## config.mk

```make
export PLATFORM = sky130hd
export DESIGN_NAME = ale_match_scan
export DESIGN_NICKNAME = d
export VERILOG_FILES = /design/src/design/ale_pkg.sv /design/src/design/ale_match_scan.sv
export SDC_FILE = /design/constraint.sdc
export NUM_CORES = 1
export LEC_CHECK = 0
export BUFFER_PORTS_ARGS = -buffer_cell sky130_fd_sc_hd__buf_2
export CAP_MARGIN = 40
export CORE_ASPECT_RATIO = 0.6
export CORE_MARGIN = 2
export CORE_UTILIZATION = 35
export DETAILED_ROUTE_END_ITERATION = 8
export PLACE_DENSITY = 0.8
export SLEW_MARGIN = 20
export SYNTH_ARGS = -nofsm -noshare
export SYNTH_HDL_FRONTEND = slang
export SYNTH_SLANG_ARGS = --single-unit
```

## constraint.sdc

```tcl
create_clock -name vclk -period 4.5
set_input_delay 0.9 -clock vclk [all_inputs]
set_output_delay 0.9 -clock vclk [all_outputs]
set_load 0.05 [all_outputs]
```

## src/design/ale_pkg.sv

```systemverilog
// Shared types and constants for the array list engine.
`timescale 1ns / 1ps

package ale_pkg;

   localparam int DATA_W = 32;
   localparam int IDX_W  = 6;
   localparam int CNT_W  = 7;
   localparam int ACT_W  = 3;
   localparam int POS_W  = 8;
   localparam int STAT_W = 3;

   // action codes
   localparam logic [ACT_W-1:0] ACT_INS_FRONT = 3'd0;
   localparam logic [ACT_W-1:0] ACT_INS_BACK  = 3'd1;
   localparam logic [ACT_W-1:0] ACT_INS_POS   = 3'd2;
   localparam logic [ACT_W-1:0] ACT_DELETE    = 3'd3;
   localparam logic [ACT_W-1:0] ACT_CLEAR     = 3'd4;
   localparam logic [ACT_W-1:0] ACT_READ_ALL  = 3'd5;

   // status codes
   localparam logic [STAT_W-1:0] STAT_OK        = 3'd0;
   localparam logic [STAT_W-1:0] STAT_FULL      = 3'd1;
   localparam logic [STAT_W-1:0] STAT_EMPTY     = 3'd2;
   localparam logic [STAT_W-1:0] STAT_NOT_FOUND = 3'd3;
   localparam logic [STAT_W-1:0] STAT_INVALID   = 3'd4;

   typedef enum logic [2:0] {
      CELL_HOLD,
      CELL_INSERT,
      CELL_MATCH,
      CELL_DELETE,
      CELL_ROTATE
   } cell_op_type;

   typedef struct packed {
      cell_op_type              op;
      logic [CNT_W-1:0]         pos;
      logic [CNT_W-1:0]         cnt;
      logic signed [DATA_W-1:0] data;
   } cell_ctrl_type;

   typedef enum logic [1:0] {
      ST_IDLE,
      ST_EXEC,
      ST_SCAN,
      ST_READ
   } state_type;

endpackage

```

## src/design/ale_match_scan.sv

```systemverilog
// Prefix OR over the cell match flags and position of the first match.
`timescale 1ns / 1ps

module ale_match_scan #(
   parameter int N = 64
) (
   input  logic [N-1:0]               match,
   output logic [N-1:0]               seen,
   output logic                       found,
   output logic [ale_pkg::IDX_W-1:0]  first_index
);

   localparam int LEVELS = $clog2(N);

   logic [N-1:0] lvl [0:LEVELS];
   logic [N-1:0] first;

   always_comb begin
      lvl[0] = match;
      for (int k = 0; k < LEVELS; k++) begin
         for (int i = 0; i < N; i++) begin
            if (i >= (1 << k)) begin
               lvl[k+1][i] = lvl[k][i] | lvl[k][i-(1<<k)];
            end else begin
               lvl[k+1][i] = lvl[k][i];
            end
         end
      end
   end

   assign seen  = lvl[LEVELS];
   assign found = lvl[LEVELS][N-1];
   assign first = lvl[LEVELS] & ~(lvl[LEVELS] << 1);

   always_comb begin
      first_index = '0;
      for (int i = 0; i < N; i++) begin
         if (first[i]) begin
            first_index = first_index | ale_pkg::IDX_W'(i);
         end
      end
   end

endmodule

```

==> results.txt <==
The number of nets with antenna violations after routing is 0. The final reports fail on negative setup slack. The reported leakage power came out at about 1.4 nW. The max-slew violation total from the final report is 0. The area added between synthesis and finish is 117%.

The final setup violation count came out at 3. The area of placed instances is 2800 sq um. The upper clock frequency limit came out at 217 MHz. The type of the worst min-delay path is input port to output pin. The routed wirelength normalized by instance count is 15.9 um. For the pin with the worst max-slew slack, the measured transition is 0.561 ns.

The delay of the slowest cell on the worst path is 0.61 ns. The routed design could run at a clock period as short as 4.60 ns. In the layout the commonest cells are 124 x sky130_fd_sc_hd__buf_2, 83 x sky130_fd_sc_hd__buf_4, 38 x sky130_fd_sc_hd__nor2_1, 24 x sky130_fd_sc_hd__nand2_1, 20 x sky130_fd_sc_hd__inv_1.

The routability congestion estimate from global placement came out at 1.00. The leftover overflow at the end of global routing is 0. STA classifies the critical path endpoint as an output pin.

The most prevalent standard cell on the critical path is sky130_fd_sc_hd__buf_4. The worst min-delay path startpoint is match[0]. The hold-critical path depth came out at 3. The library cell used most frequently in the layout, excluding fill and tap cells, is sky130_fd_sc_hd__buf_2. The maximum VDD drop is around 0.000042 V. The ratio of routed vias to standard cells is 5.68.

Entering global routing, the biggest net connects 16 pins. The final routed DRC violation total is 0. The hold path endpoint is seen[0]. The clock buffers instantiated in the layout total 0. The max-cap check violation count came out at 0. The number of antenna violations at the first check in global routing came out at 0.

The vertical die dimension is 53.5 um. The half-perimeter wire length of the detailed placement result came out at 6590 um. The data arrival time of the critical path came out at 3.70 ns. In this design, the largest share of critical-path delay is due to simple AND/OR/NAND/NOR gates.

The via count of the first global-routing pass came out at approximately 2600. For the worst setup path, the data required time is approximately 3.6 ns. There are 0 flip-flops and latches. The number of buffers added to fix hold violations after cts came out at 0.

The initial cell density of the core came out at 0.377. The worst slew margin relative to its limit came out at 0.623. The via count of the routed design is 2910. The antenna diode instance count is 0. The core outline area came out at 3790 sq um. The total nets after synthesis came out at 316.

Yosys printed 0 warnings. The cell count after synthesis is around 250. The total wire length after detailed routing is 8170 um. The number of buffers and inverters on the critical path is 8. Walking the worst path, the cells encountered are buf_2, or4_1, nor4_4, buf_4, buf_4, buf_4, buf_4, buf_4, buf_4, nand4_1, a32oi_1, o211ai_1, or3_4, buf_8. The area of all sequential standard cells came out at 0 sq um. The worst path setup slack after routing is -0.103 ns. The post-route cell area came out at approximately 3100 sq um. The die area came out at 4630 sq um. The detailed router's first-iteration violation count is approximately 300. The number of ports placed on the die boundary is 135. The synthesized area per cell is 5.67 sq um. The total instance count after detailed placement came out at 502. The horizontal die dimension is 86.5 um. In the finished design, the share of the clock period the worst path needs comes to 1.02. The fill cell total of the finished layout is 278. The setup path with the least slack is of type input port to output pin.

Among all stages on the critical path, the largest delay is contributed by sky130_fd_sc_hd__or4_1. The count of endpoints failing hold in the final timing report is 0. The share of post-route cells with drive strength above 1 is 0.578.

The final net count is 531. The register area share after synthesis is 0. The flow ran to the end, but the final reports show violations. STA classifies the critical path startpoint as an input port. The highest fanout seen on the critical path is 5. The global-route wire length before repair came out at 12200 um. The post-synthesis instance area came out at 1430 sq um.

The first-pass detailed-route iteration total is 5. Power spread over the standard cell area amounts to a little over 40 nW/um^2. The netlist uses 47 different library cells. The initialized floorplan defines 17 standard-cell rows. For this run, the total global-route usage over all layers was measured as 0.335. The count of buffers from port buffering came out at roughly 140. The number of cells in the finished layout apart from fillers came out at around 500. Setup repair after global routing could not meet its margin everywhere.
==> worst max-delay path by stage <==
| stage | depth (start not counted) | slack (ns) | start | to |
|---|---|---|---|---|
| after CTS | 10 | -0.08 | match[13] | first_index[3] |
| after floorplan | 12 | -0.40 | match[1] | first_index[0] |
| final | 14 | -0.10 | match[26] | first_index[3] |
| after detailed placement | 10 | -0.16 | match[16] | first_index[3] |
| after global routing | 10 | -0.15 | match[26] | first_index[3] |
| after global placement | 10 | -0.12 | match[16] | first_index[3] |
==> final cells by class <==
class	instances	area [sq um]	area share
multi-input cells	221	1530	0.493
repair buffers	220	1400	0.452
inverters	24	111	0.0359
well taps	47	58.8	0.0190
==> synthesized netlist by cell type (all sizes together) (2+ instances only) <==
master | instances | area [sq um]
a31oi | 2 | 12.5
nor2 | 39 | 146
a21oi | 13 | 65.1
nand4b | 3 | 26.3
nor3 | 17 | 118
nand3b | 2 | 15.0
o211ai | 5 | 37.5
buf | 2 | 15.0
nand3 | 24 | 120
and2 | 3 | 20.0
inv | 24 | 90.1
nand4 | 8 | 50.1
nand2b | 6 | 37.5
nor4b | 2 | 17.5
o2111ai | 2 | 17.5
nor4 | 23 | 165
o21ai | 2 | 10.0
and3 | 2 | 17.5
or2 | 6 | 37.5
or3 | 12 | 76.3
clkbuf | 5 | 18.8
or4 | 10 | 86.3
o22ai | 2 | 12.5
nand2 | 25 | 93.8
==> repair_timing <==
item                       4_1_cts  5_1_grt
setup endpoints to repair        6        6
pin swaps                       14       14
buffers inserted                 9        2
hold endpoints to repair         0        0
resized for setup               22       22
cloned                           0        0
==> metrics by stage <==
stage | util | power [W] | TNS, ns | worst slack, ns | hold slack (ns)
final | 0.818 | 0.000127 | -0.227 | -0.103 | 2.24
after global routing | 0.818 | 0.000136 | -0.395 | -0.154 | 2.25
after floorplan | - | 0.0000415 | -1.99 | -0.402 | 1.97
after global placement | 0.740 | 0.000112 | -0.247 | -0.120 | 2.23
after detailed placement | 0.740 | 0.000114 | -0.713 | -0.164 | 2.24
after CTS | 0.790 | 0.000120 | -0.0757 | -0.0757 | 2.24
==> power by group <==
group | internal [W] | switching, W | total [W]
Clock | 0 | 0 | 0
Combinational | 0.0000589 | 0.0000676 | 0.000127
Sequential | 0 | 0 | 0
Total | 0.0000589 | 0.0000676 | 0.000127
==> metal layers <==
metal	share of wire	vias up	global-route usage	routed length (um)
met3	0.11	9	0.0468	875
met2	0.44	205	0.551	3560
li1	-	1386	-	-
met5	0	-	0	0
met4	0.0069	0	0.0260	56
met1	0.45	1310	0.481	3670
==> kinds of logic (layout without fill, tap and decap cells) <==
family	count (synthesis)	count (layout)	synth area share
compound gates	36	36	0.173
simple gates	185	185	0.741
buf+inv	31	244	0.0867
No activity file was read; power rests on OpenSTA's default activity.
