## config.mk

```make
export PLATFORM = sky130hd
export DESIGN_NAME = ale_cell
export DESIGN_NICKNAME = d
export VERILOG_FILES = /design/src/design/ale_pkg.sv /design/src/design/ale_cell.sv
export SDC_FILE = /design/constraint.sdc
export NUM_CORES = 1
export LEC_CHECK = 0
export ABC_AREA = 1
export BUFFER_PORTS_ARGS = -buffer_cell sky130_fd_sc_hd__buf_2
export CAP_MARGIN = 20
export CORE_MARGIN = 1
export CORE_UTILIZATION = 49
export DETAILED_ROUTE_END_ITERATION = 8
export PLACE_DENSITY = 0.87
export SKIP_LAST_GASP = 1
export SLEW_MARGIN = 10
export SYNTH_ARGS = -nofsm -noshare
export SYNTH_HDL_FRONTEND = slang
export SYNTH_SLANG_ARGS = --single-unit
```

## constraint.sdc

```tcl
create_clock -name clock -period 4.25 [get_ports clock]
set_clock_uncertainty 0.05 [all_clocks]
set_input_delay 0 -clock clock [delete_from_list [all_inputs] [get_ports clock]]
set_output_delay 0 -clock clock [all_outputs]
set_load 0.05 [all_outputs]
```

## src/design/ale_pkg.sv

```systemverilog
// Shared types and constants for the array list engine.
`timescale 1ns / 1ps

package ale_pkg;

   localparam int DATA_W = 32;
   localparam int IDX_W  = 6;
   localparam int CNT_W  = 7;
   localparam int ACT_W  = 3;
   localparam int POS_W  = 8;
   localparam int STAT_W = 3;

   // action codes
   localparam logic [ACT_W-1:0] ACT_INS_FRONT = 3'd0;
   localparam logic [ACT_W-1:0] ACT_INS_BACK  = 3'd1;
   localparam logic [ACT_W-1:0] ACT_INS_POS   = 3'd2;
   localparam logic [ACT_W-1:0] ACT_DELETE    = 3'd3;
   localparam logic [ACT_W-1:0] ACT_CLEAR     = 3'd4;
   localparam logic [ACT_W-1:0] ACT_READ_ALL  = 3'd5;

   // status codes
   localparam logic [STAT_W-1:0] STAT_OK        = 3'd0;
   localparam logic [STAT_W-1:0] STAT_FULL      = 3'd1;
   localparam logic [STAT_W-1:0] STAT_EMPTY     = 3'd2;
   localparam logic [STAT_W-1:0] STAT_NOT_FOUND = 3'd3;
   localparam logic [STAT_W-1:0] STAT_INVALID   = 3'd4;

   typedef enum logic [2:0] {
      CELL_HOLD,
      CELL_INSERT,
      CELL_MATCH,
      CELL_DELETE,
      CELL_ROTATE
   } cell_op_type;

   typedef struct packed {
      cell_op_type              op;
      logic [CNT_W-1:0]         pos;
      logic [CNT_W-1:0]         cnt;
      logic signed [DATA_W-1:0] data;
   } cell_ctrl_type;

   typedef enum logic [1:0] {
      ST_IDLE,
      ST_EXEC,
      ST_SCAN,
      ST_READ
   } state_type;

endpackage

```

## src/design/ale_cell.sv

```systemverilog
// One list cell: holds one entry, shifts with its neighbors, compares for delete.
`timescale 1ns / 1ps

module ale_cell #(
   parameter int INDEX = 0
) (
   input  logic                              clock,
   input  logic                              reset,
   input  ale_pkg::cell_ctrl_type            ctrl,
   input  logic signed [ale_pkg::DATA_W-1:0] left_value,
   input  logic signed [ale_pkg::DATA_W-1:0] right_value,
   input  logic                              seen,
   output logic signed [ale_pkg::DATA_W-1:0] value,
   output logic                              match
);

   localparam logic [ale_pkg::CNT_W-1:0] IDX_V  = ale_pkg::CNT_W'(INDEX);
   localparam logic [ale_pkg::CNT_W-1:0] NEXT_V = ale_pkg::CNT_W'(INDEX + 1);

   logic signed [ale_pkg::DATA_W-1:0] value_ff, value_in;
   logic                              match_ff, match_in;

   always_comb begin
      value_in = value_ff;
      match_in = match_ff;
      unique case (ctrl.op)
         ale_pkg::CELL_HOLD: begin
         end
         ale_pkg::CELL_INSERT: begin
            if (IDX_V == ctrl.pos) begin
               value_in = ctrl.data;
            end else if (IDX_V > ctrl.pos && IDX_V <= ctrl.cnt) begin
               value_in = left_value;
            end
         end
         ale_pkg::CELL_MATCH: begin
            match_in = (IDX_V < ctrl.cnt) && (value_ff == ctrl.data);
         end
         ale_pkg::CELL_DELETE: begin
            if (seen && NEXT_V < ctrl.cnt) begin
               value_in = right_value;
            end
         end
         ale_pkg::CELL_ROTATE: begin
            if (NEXT_V < ctrl.cnt) begin
               value_in = right_value;
            end else if (NEXT_V == ctrl.cnt) begin
               value_in = ctrl.data;
            end
         end
         default: begin
         end
      endcase
   end

   always_ff @(posedge clock) begin
      value_ff <= value_in;
   end

   always_ff @(posedge clock) begin
      if (reset) begin
         match_ff <= 1'b0;
      end else begin
         match_ff <= match_in;
      end
   end

   assign value = value_ff;
   assign match = match_ff;

endmodule

```

==> flow_summary.toml <==
[layout]
final_nets = 676
seq_area_sq_um = 981
areaGrowthSynthToFinish_pct = 43.1
drive_above_1_share_pct = 31.2
num_antenna_cells = 0
multi_input_area_sq_um = 1560
fillerInstances = 468

[drt]
wire_per_inst_um = 14.9
vias_per_cell = 5.62
final_antenna_net_count = 0
drtIter0Drc = 311
drcViolationCount = 0
dr.pass1.iters = 5
via_count = 3559
routed_wl_um = 9460

[yosys]
synth.avg_cell_area_sq_um = 7.22
syn_inst = 385
seq_area_frac_synth_pct = 35.3
synth.distinct_cells = 30
synth.net_count = 501
ys_seq_elements = 33
ys.warnings.count = 0
syn_area_sq_um = 2780

[placed_design]
dp_hpwl_um = 6460
portBuffers = 148
place.gp.congestion = 0.877

[clock_tree]
htree_levels = 2
path_clk_slew_ns = 0.07
cts_buffers = 5
clk-insertion-delay-late_ns = 0.29
cts_num_sinks = 33
post_cts_resized = 0
tritoncts = "done"
cts_root_buffer = "clkbuf_8"
ctsLongestPathBuffers = 2

[die]
die_area_sq_um = 5980
die_h_um = 77.3
die_x_um = 77.3
core_sq_um = 5470
top_level_ports = 149
num_rows = 27
initial_utilization_pct = 50.8

[sta]
hold_ws_ns = -0.00476
max_slew_margin_pct = 59.3
tns_ns = 0
finalHoldViolations = 1
rsz0062_at_grt = "no"
tightest_slew_ns = 0.610
post-route-period-util_pct = 55.4
final.min_clock_period_ns = 2.36
setup_viol = 0
fmax_mhz = 424
maxSlewViolCount = 0

[worst_hold_path]
hp-class = "in2reg"
hold_depth = 3

[worst_setup_path]
max_stage_delay_ns = 0.48
crit_family = "buffers and inverters"
cp-start-kind = "input port"
cp_max_fo = 33
end_kind = "register"
crit_slowest_cell = "nor3_4"
crit_chain = "buf_2 -> inv_2 -> nor2_2 -> nand2_1 -> inv_2 -> nor2_4 -> inv_4 -> a21oi_2 -> nor3_4 -> buf_4"
crit_path_frequent_cell = "inv_2"
critPathKind = "in2reg"
cp.depth = 10
path_buf_inv = 5
crit_arrival_ns = 2.27
crit_required_ns = 4.16
ff2ff_setup_slack_ns = 2.79
worstRegToRegCells = 6

[global_route]
antenna_found_initial = 0
overflow = 0
grt_max_degree = 50
grt_use_total_pct = 31.6
grt_pass1_vias = 3307
grt_pass1_wl_um = 15000

[run_status]
violations = "hold timing"
status = "complete, but fails checks"

[power_and_ir_drop]
leakage_nw = 1.78
p_per_area_nw_per_um2 = 260
peakVddDrop_v = 0.000179

[run]
maxCapViolCount = 0
## stage by stage
stage / instances / instance area [sq um] / total power [mW] / setup slack [ns] / utilization [%]
global route: 633 / 3980 / 1.07 / 1.78 / 72.7
floorplan: 385 / 2780 / 0.642 / 1.84 / -
finish: 633 / 3980 / 1.04 / 1.89 / 72.7
detailed placement: 589 / 3540 / 0.765 / 1.66 / 64.6
global placement: 589 / 3540 / 0.758 / 1.72 / 64.6
CTS: 633 / 3980 / 1.02 / 1.96 / 72.7
## cell families (layout without fill, tap and decap cells)
kind of cell,Yosys count,after routing,synth area share (%)
xor+xnor,18,18,5.67
compound gates,113,113,24.7
simple gates,167,167,25.7
buf+inv,54,230,8.73
flops,33,33,35.3
## what timing repair did
item | CTS | global route
setup buffers | 0 | 0
hold buffers | 36 | 0
hold endpoints to repair | 24 | 0
## worst register-to-register path: stages, from the launching register on
cell      delay (ns)
edfxtp_1        0.40
or2_2           0.28
a21oi_1         0.15
nand3_1         0.14
nor2_1          0.12
nand3_1         0.11
a21oi_1         0.15
## worst paths after layout
check,start,endpoint
worst min-delay path,left_value[13],value[13]
worst max-delay path,ctrl[46],value[11]
worst max register to register,value[7],match
worst min register to register,match,match
## state kept, by name, indices dropped and copies added (netlist names)
| signal | cells |
|---|---|
| value | 32 |
| match | 1 |
## Yosys cell counts
master,n,area [sq um]
nor3_4,1,16.3
inv_1,28,105
or2_1,1,6.26
nor4_1,1,6.26
clkbuf_1,5,18.8
a21oi_2,1,8.76
xor2_1,6,52.6
buf_6,1,11.3
nor2_4,2,22.5
inv_4,1,6.26
edfxtp_1,32,961
inv_2,5,18.8
or2_2,2,12.5
a21oi_1,18,90.1
nor2_1,39,146
dfxtp_1,1,20.0
nand3_2,1,10.0
o21a_1,12,90.1
o21ai_0,35,175
nand4_1,2,12.5
xnor2_1,12,105
buf_2,9,45.0
buf_4,5,37.5
nor3_2,2,20.0
nand3_1,19,95.1
o211ai_1,27,203
nor2_2,1,6.26
o221ai_1,5,43.8
nand2_1,96,360
o21ai_1,15,75.1
## layout make-up
cell class	count	area share, %
Multi-Input combinational cell	298	39.3
Clock inverter	2	0.252
Clock buffer	6	1.82
Timing Repair Buffer	188	28.4
Tap cell	72	2.26
Sequential cell	33	24.7
Inverter	34	3.27
## layout by cell type, fill, tap and decap left out, drive strengths merged
cell type / count
nand3: 20
buf: 152
dfxtp: 1
clkinv: 2
inv: 34
or2: 3
nor4: 1
nor2: 42
nand2: 96
edfxtp: 32
o21ai: 50
a21oi: 19
nand4: 2
o21a: 12
xor2: 6
o221ai: 5
xnor2: 12
nor3: 3
clkbuf: 6
o211ai: 27
dlygate4sd3: 36
## power breakdown
part / leakage [nW] / switching [mW] / internal (mW)
registers: 0.303 / 0.0232 / 0.397
clock network: 0.0450 / 0.122 / 0.114
logic: 1.43 / 0.237 / 0.143
total: 1.78 / 0.382 / 0.653
## metal layers
layer | track usage (%) | routed length, um | vias to the layer above
li1 | - | - | 1667
met5 | 0 | 0 | -
met4 | 12.6 | 223 | 0
met1 | 39.5 | 3680 | 1626
met3 | 3.65 | 890 | 24
met2 | 55.2 | 4670 | 242
Note: power is estimated with default switching activity, not from simulation.
